--- config.mk ---
export PLATFORM = sky130hd
export DESIGN_NAME = cxz_addr_gen
export DESIGN_NICKNAME = d
export VERILOG_FILES = /design/src/rtl/cxz_pkg.sv /design/src/rtl/cxz_addr_gen.sv
export SDC_FILE = /design/constraint.sdc
export NUM_CORES = 1
export LEC_CHECK = 0
export ABC_AREA = 0
export BUFFER_PORTS_ARGS = -buffer_cell sky130_fd_sc_hd__buf_2
export CAP_MARGIN = 25
export CORE_ASPECT_RATIO = 1.1
export CORE_MARGIN = 2
export CORE_UTILIZATION = 58
export CTS_CLUSTER_DIAMETER = 120
export DETAILED_ROUTE_END_ITERATION = 12
export GPL_TIMING_DRIVEN = 0
export PLACE_DENSITY_LB_ADDON = 0.2
export SLEW_MARGIN = 20
export SYNTH_ARGS = -nofsm -noshare
export SYNTH_HDL_FRONTEND = slang
export SYNTH_SLANG_ARGS = --single-unit
--- constraint.sdc ---
create_clock -name clk_i -period 3.1 [get_ports clk_i]
set_input_delay 0.155 -clock clk_i [delete_from_list [all_inputs] [get_ports clk_i]]
set_output_delay 0.155 -clock clk_i [all_outputs]
set_load 0.005 [all_outputs]
--- src/rtl/cxz_pkg.sv ---
`timescale 1ns / 1ps
// ----------------------------------------------------------------------------
// cxz_pkg
// Shared types and constants for the controlled-X / controlled-Z engine.
// ----------------------------------------------------------------------------
package cxz_pkg;

  localparam int CmdW   = 2;
  localparam int BasisW = 10;
  localparam int QubitW = 4;
  localparam int OutW   = 16;

  typedef enum logic [CmdW-1:0] {
    CmdWrite = 2'd0,
    CmdRead  = 2'd1,
    CmdCx    = 2'd2,
    CmdCz    = 2'd3
  } cmd_e;

  // read request issued by the gate sweep
  typedef struct packed {
    logic valid;   // a read is issued this cycle
    logic second;  // read of the partner entry (target bit set)
  } rd_req_t;

endpackage

--- src/rtl/cxz_addr_gen.sv ---
`timescale 1ns / 1ps
// ----------------------------------------------------------------------------
// cxz_addr_gen
// Gate sweep sequencer: enumerates the entries with the control bit set.
// CX issues each pair as target clear, then target set; CZ issues
// one entry with both bits set per cycle.
// ----------------------------------------------------------------------------
module cxz_addr_gen
  import cxz_pkg::*;
#(
  parameter int QUBITS = 10
) (
  input  logic              clk_i,
  input  logic              rst_ni,
  input  logic              start_i,
  input  logic [QubitW-1:0] ctl_i,
  input  logic [QubitW-1:0] tgt_i,
  input  logic              cz_i,
  output rd_req_t           req_o,
  output logic [QUBITS-1:0] addr_o
);

  localparam int AW = QUBITS;
  localparam int CW = (QUBITS > 2) ? QUBITS - 2 : 1;
  localparam logic [CW-1:0] KLast = CW'((1 << (QUBITS - 2)) - 1);

  logic              busy_q, busy_d;
  logic              phase_q, phase_d;
  logic [CW-1:0]     k_q, k_d;
  logic [QubitW-1:0] lo_pos_q, hi_pos_q, tgt_q;
  logic              lo_bit_q, hi_bit_q, cz_q;

  logic [AW-1:0] idx_lo, idx_base, idx_pair;

  // open a zero at pos, shifting the upper bits up, and place b there
  function automatic logic [AW-1:0] ins_bit(logic [AW-1:0] x, logic [QubitW-1:0] pos,
                                            logic b);
    logic [AW-1:0] low_mask;
    low_mask = (AW'(1) << pos) - AW'(1);
    return ((x & ~low_mask) << 1) | (x & low_mask) | (AW'(b) << pos);
  endfunction

  assign idx_lo   = ins_bit(AW'(k_q), lo_pos_q, lo_bit_q);
  assign idx_base = ins_bit(idx_lo, hi_pos_q, hi_bit_q);
  assign idx_pair = idx_base | (AW'(1) << tgt_q);

  assign req_o.valid  = busy_q;
  assign req_o.second = phase_q;
  assign addr_o       = phase_q ? idx_pair : idx_base;

  always_comb begin
    busy_d  = busy_q;
    phase_d = phase_q;
    k_d     = k_q;
    if (start_i) begin
      busy_d  = 1'b1;
      phase_d = 1'b0;
      k_d     = '0;
    end else if (busy_q) begin
      if (!cz_q && !phase_q) begin
        phase_d = 1'b1;
      end else begin
        phase_d = 1'b0;
        if (k_q == KLast) begin
          busy_d = 1'b0;
        end else begin
          k_d = k_q + CW'(1);
        end
      end
    end
  end

  always_ff @(posedge clk_i or negedge rst_ni) begin
    if (!rst_ni) begin
      busy_q  <= 1'b0;
      phase_q <= 1'b0;
      k_q     <= '0;
    end else begin
      busy_q  <= busy_d;
      phase_q <= phase_d;
      k_q     <= k_d;
    end
  end

  // control bit is always 1; target bit is 1 only for CZ
  always_ff @(posedge clk_i) begin
    if (start_i) begin
      cz_q  <= cz_i;
      tgt_q <= tgt_i;
      if (ctl_i < tgt_i) begin
        lo_pos_q <= ctl_i;
        lo_bit_q <= 1'b1;
        hi_pos_q <= tgt_i;
        hi_bit_q <= cz_i;
      end else begin
        lo_pos_q <= tgt_i;
        lo_bit_q <= cz_i;
        hi_pos_q <= ctl_i;
        hi_bit_q <= 1'b1;
      end
    end
  end

endmodule

==> results of run 1 <==
[report_power, final]
part | total [uW] | switching, uW | internal, uW | leakage, uW
clock | 147 | 98.8 | 48.5 | 0.0000177
sequential | 409 | 26.5 | 382 | 0.000279
combinational | 265 | 146 | 119 | 0.000635
[stage by stage]
step | worst slack (ns) | hold slack [ns] | total power [uW] | instances
2_1_floorplan | 0.699 | -0.141 | 587 | 221
3_3_place_gp | 0.356 | 0.0270 | 654 | 280
3_5_place_dp | 0.333 | 0.0297 | 660 | 280
4_1_cts | 0.00145 | 0.0168 | 806 | 285
5_1_grt | 0.0239 | 0.0181 | 871 | 290
6_report | 0.202 | 0.0232 | 821 | 290
[registers in the layout, indices dropped and copies added (netlist names)]
signal	cells
k_q	8
hi_pos_q	4
lo_pos_q	4
tgt_q	4
busy_q	1
cz_q	1
hi_bit_q	1
lo_bit_q	1
phase_q	1
[what timing repair did]
| action | 4_1_cts | 5_1_grt |
|---|---|---|
| hold buffers | 1 | 0 |
| pin swaps | 0 | 1 |
| endpoints found under the hold margin | 10 | 0 |
| buffers inserted | 0 | 6 |
| resized for setup | 1 | 4 |
| endpoints found under the setup margin | 1 | 4 |
[cells in the mapped netlist, types with 2 or more instances]
cell and instances:
or2_2 2, a221o_1 7, dfrtp_1 10, or3_1 2, nand3b_1 2, buf_2 5, xnor2_1 5, buf_4 3
o21a_1 3, nand2_1 16, o22ai_1 5, inv_1 15, o21ai_0 17, xor2_1 4, edfxtp_1 15, ha_1 8
nor2_1 21, a22oi_1 2, mux2i_1 4, nand4_1 5, mux2_2 7, nor2b_1 5, a21o_1 2, o32ai_1 3
a31oi_1 2, o221ai_1 2, nand3_1 3, a21oi_1 11, nor3_1 4, clkbuf_1 6, nand2b_1 6, o2111ai_1 2
[routing by layer]
metal / share of wire (%) / global-route usage, % / vias to the layer above
met3: 4.2 / 1.18 / 8
met5: 0 / 0 / -
met1: 45 / 33.1 / 841
met4: 2.7 / 10.6 / 0
met2: 48 / 38.3 / 51
li1: - / - / 877
[kinds of logic after synthesis]
group                    Yosys count  share of synthesized area, %
XOR/XNOR                           9                          3.97
flip-flops                        25                          35.3
multiplexers                      11                          5.99
AND/OR/NAND/NOR                   76                          20.8
adder cells (fa/ha/maj)            8                          5.05
buffers and inverters             30                          6.94
AO/OA/AOI/OAI                     62                          22.0
[final cells by class]
type                    count  area (sq um)
plain buffers              14          77.6
multi-input cells         166          1170
clock buffers               3          22.5
fillers                   269          1050
inverters                  15          56.3
repair buffers             30           170
well taps                  36          45.0
flip-flops and latches     25           701
clock inverters             1          5.00
[worst max-delay path, stage by stage (launching register included)]
cell	delay [ns]
edfxtp_1	0.40
buf_2	0.20
buf_2	0.20
nor2_1	0.13
nand2_1	0.07
ha_1	0.28
nor3_2	0.15
mux2i_1	0.10
o22ai_1	0.24
o221ai_2	0.18
a221o_1	0.33
buf_2	0.13
[path summary, 6_finish.rpt]
path,end,slack (ns),cells after the start
worst max-delay path,addr_o[5],0.20,11
worst min register to register,busy_q,0.60,2
worst min-delay path,tgt_q[3],0.02,1
min in group asynchronous,k_q[0],0.20,2
worst max register to register,k_q[6],1.38,5
max in group asynchronous,k_q[4],2.72,2
==> reports/metrics.cfg, run 1 <==
[detailed_routing]
drc = 0
num_vias = 1777
first_pass_iters = 4
wl_per_cell_um = 14.8
drtIter0Drc = 199
wl_mm = 4.29
drtAntennaViolNets = 0
via_per_inst = 6.13

[global_route]
antenna_found_initial = 0
grt_usage_pct = 23.9
grt_start_max_net_pins = 22
grt_pass1_wl_mm = 7.08
grt_overflow = 0
grt_pass1_vias = 1553

[synthesis]
synthFlopType = edfxtp_1
yosys.area.top_type = edfxtp_1
ys_types = 49
syn_inst = 221
synth_top_area_share_pct = 22.7
synth_area_leaders = edfxtp_1 23%, dfrtp_1 13%, ha_1 5.0%, o21ai_0 4.3%, mux2_2 4.0%
synthArstFlopShare_pct = 40.0
ys_seq_area_share_pct = 35.3
avgSynthCellArea_sq_um = 8.97
synth_seq_cells = 25
syn-num-nets = 241
synthesis.area_sq_um = 1980
synth-edff-count = 15
yosys_warnings = 0

[worst_setup_path]
r2r-start = k_q[0]
worst-setup-path-type = flip-flop to output pin
cp.arrival_ns = 2.74
worstSetupStartpoint = lo_pos_q[3]
cp-start-kind = flip-flop
critPathMaxFanout = 10
cp.required_ns = 2.94
end_kind = output pin

[clock_tree]
cts_tree = built
cts-root-buf = clkbuf_4
cts_inserted_buffers = 3
clk_path_buf_depth = 2
path_clk_slew_ns = 0.13
clock_latency_ns = 0.33
cts_sinks = 25
cts.htree.levels = 1

[timing]
hold_violations = 0
post-route-period-util_pct = 93.5
fin_skew_ns = 0.00405
slew_headroom_pct = 69.7
max_freq_mhz = 345
worst_slew_pin_slew_ns = 0.455
setup_viol = 0
rsz0062_at_grt = false
min_period_ns = 2.90
report.final.slew_viol_count = 0
fin_setup_tns_ns = 0

[cells_and_area]
antennaDiodeCount = 0
area_growth_pct = 13.5
final_common_cell = buf_2
layout_common_cells = 28 x buf_2, 21 x nor2_1, 17 x o21ai_0
finalInstanceArea_sq_um = 2250
fin_nets = 275
final_layout_size_suffix_gt1_share_pct = 24.4
final_util_pct = 68.1

[floorplanning]
design.die.area_sq_um = 3900
start_util_pct = 60.0
pin_count = 24
die_x_um = 59.8
core_area_sq_um = 3300
dieHeight_um = 65.3
row_count = 22

[placement]
placed_cell_area_sq_um = 2140
port_buffers = 23
hpwl_mm = 3.19
place_congestion = 0.887

[power]
powerDensity_nw_per_um2 = 365
vdd_drop_max_mv = 0.327
p_leak_uw = 0.000932

[hold_path]
min-delay-start = tgt_i[3]
hold_class = input pin to flip-flop

[outcome]
outcome = finished, final reports clean

[run]
cap_violations = 0

Power figures use the tool's default switching activity.
==> inputs of run 2 (changes only) <==
--- a/config.mk
+++ b/config.mk
@@ -15,6 +15,7 @@
 export DETAILED_ROUTE_END_ITERATION = 12
 export GPL_TIMING_DRIVEN = 0
 export PLACE_DENSITY_LB_ADDON = 0.2
+export RECOVER_POWER = 100
 export SLEW_MARGIN = 20
 export SYNTH_ARGS = -nofsm -noshare
 export SYNTH_HDL_FRONTEND = slang
==> reports/metrics.cfg, run 2 (synthesis results as in run 1) <==
[worst_setup_path]
cp_num_cells = 11  ; unchanged
r2r_setup_slack_ns = 1.09  ; -0.29 ns
worst-setup-path-type = flip-flop to output pin
regToRegEndpoint = k_q[6]
slowest_delay_ns = 0.39  ; about the same
cp-start-kind = flip-flop
slowest_stage = edfxtp_1
cpLargestDelayFamily = compound AO/OA/AOI/OAI gates
critical_path.n_buffers_inverters = 3  ; unchanged
ff2ff_path_depth = 5  ; unchanged
r2r-start = k_q[0]
critPathMaxFanout = 10  ; unchanged
cp.required_ns = 2.94  ; about the same
crit_chain = buf_2 -> buf_2 -> nor2_1 -> nand2_1 -> ha_1 -> nor3_2 -> mux2i_1 -> o22ai_1 -> o221ai_2 -> a221o_1 -> buf_2
cp.arrival_ns = 2.73  ; about the same
end_kind = output pin
crit_top_cell = buf_2

[detailed_routing]
wl_mm = 4.34  ; +1.0%
met2_length_mm = 2.05  ; +0.29%
first_pass_iters = 5  ; +1
drc = 0  ; unchanged
wl_met3_um = 160  ; -12%
highest_layer = met4
m1WireLength_mm = 1.99  ; +2.3%
num_vias = 1777  ; unchanged
via_per_inst = 6.13  ; unchanged
wl_per_cell_um = 14.9  ; +1.0%
drtIter0Drc = 187  ; -6.0%
drtAntennaViolNets = 0  ; unchanged

[placement]
place_congestion = 0.887  ; unchanged
pre_cts_ws_ns = 0.333  ; unchanged
port_buffers = 23  ; unchanged
hpwl_mm = 3.19  ; unchanged
placed_cell_area_sq_um = 2140  ; unchanged

[cells_and_area]
largest-register = k_q
fin_nets = 275  ; unchanged
final_common_cell = nor2_1
layout_common_cells = 22 x nor2_1, 17 x buf_2, 17 x o21ai_0
area_growth_pct = 11.7
final_layout_size_suffix_gt1_share_pct = 19.3  ; -5.1 points
finalInstanceArea_sq_um = 2220  ; -1.6%
antennaDiodeCount = 0  ; unchanged
largest_reg_flops = 8  ; unchanged
final_util_pct = 67.1  ; -1.1 points

[global_route]
grt_start_max_net_pins = 22  ; unchanged
grt_pass1_wl_mm = 7.08  ; unchanged
grt_usage_pct = 23.9  ; unchanged
antenna_found_initial = 0  ; unchanged
grt_pass1_vias = 1553  ; unchanged
grt_overflow = 0  ; unchanged

[hold_path]
hold_class = input pin to flip-flop
min-delay-start = tgt_i[3]
hold_depth = 1  ; unchanged
hold_end = tgt_q[3]

[floorplanning]
die_x_um = 59.8  ; unchanged
start_util_pct = 60.0  ; unchanged
row_count = 22  ; unchanged
pin_count = 24  ; unchanged
design.die.area_sq_um = 3900  ; unchanged
dieHeight_um = 65.3  ; unchanged
core_area_sq_um = 3300  ; unchanged

[power]
vdd_drop_max_mv = 0.321  ; -1.8%
powerDensity_nw_per_um2 = 369  ; +0.98%
p_leak_uw = 0.000897  ; -3.7%
power_uw = 817  ; -0.60%

[timing]
worst_slew_pin_slew_ns = 0.996  ; +0.541 ns
slew_headroom_pct = 33.6  ; -36 points
max_freq_mhz = 346  ; +0.32%
setup_viol = 0  ; unchanged
report.final.slew_viol_count = 0  ; unchanged
hold_violations = 0  ; unchanged
finalWorstSetupSlack_ns = 0.211  ; +0.00917 ns
fin_setup_tns_ns = 0  ; unchanged
min_period_ns = 2.89  ; -0.00917 ns
fin_skew_ns = 0.00206  ; -0.00199 ns
post-route-period-util_pct = 93.2  ; -0.30 points
rsz0062_at_grt = false

[clock_tree]
path_clk_slew_ns = 0.13  ; about the same
cts_inserted_buffers = 3  ; unchanged
cts_tree = built
cts_sinks = 25  ; unchanged
cts.htree.levels = 1  ; unchanged
clock_latency_ns = 0.33  ; about the same
cts-root-buf = clkbuf_4
clk_path_buf_depth = 2  ; unchanged

[run]
cap_violations = 0  ; unchanged

[outcome]
outcome = finished, final reports clean

==> run 2: cell count changes in the layout (fill, tap and decap cells not counted) <==
cell	change
nor2_1	+1
nor2_2	-1
buf_2	-11
buf_4	-2
clkbuf_4	+2
clkbuf_1	+11
a41oi_1	+1
a41oi_4	-1
==> run 2: per-stage QoR <==
step	hold WS [ns]	cells
finish	0.0592	290
global route	0.0713	290
CTS	0.0168	285
detailed placement	0.0297	280
global placement	0.0270	280
floorplan	-0.141	221
==> run 2: cell type report <==
| class | instances | area [sq um] |
|---|---|---|
| timing repair buffer | 30 | 158 |
| clock inverter | 1 | 5.00 |
| fill | 280 | 1090 |
| sequential | 25 | 701 |
| tap | 36 | 45.0 |
| buffer | 14 | 76.3 |
| clock buffer | 3 | 22.5 |
| inverter | 15 | 56.3 |
| multi-input combinational | 166 | 1150 |
==> run 2: worst max path at each step <==
stage	from	to	slack [ns]
after floorplan	hi_pos_q[2]	addr_o[7]	0.70
after global placement	hi_pos_q[2]	addr_o[7]	0.36
after detailed placement	hi_pos_q[2]	addr_o[7]	0.33
after CTS	lo_pos_q[1]	addr_o[5]	0.001
after global routing	lo_pos_q[3]	addr_o[5]	0.02
final	lo_pos_q[3]	addr_o[5]	0.21
==> run 2: where the power goes <==
group,switching [uW],leakage (uW),internal (uW),total (uW)
Clock,98.8,0.0000177,48.6,147
Combinational,145,0.000601,115,261
Sequential,26.3,0.000279,382,409
==> run 2: layer usage <==
layer  up-vias  global-route usage (%)
li1        879                       -
met1       843                    33.1
met3         9                    1.18
met2        46                    38.3
met5         -                       0
met4         0                    10.6
==> run 2: repair_timing <==
item,4_1_cts,5_1_grt
resized for setup,1,4
pin swaps,0,1
hold endpoints to repair,10,0
endpoints found under the setup margin,1,4
buffers inserted,0,6
hold buffers,1,0
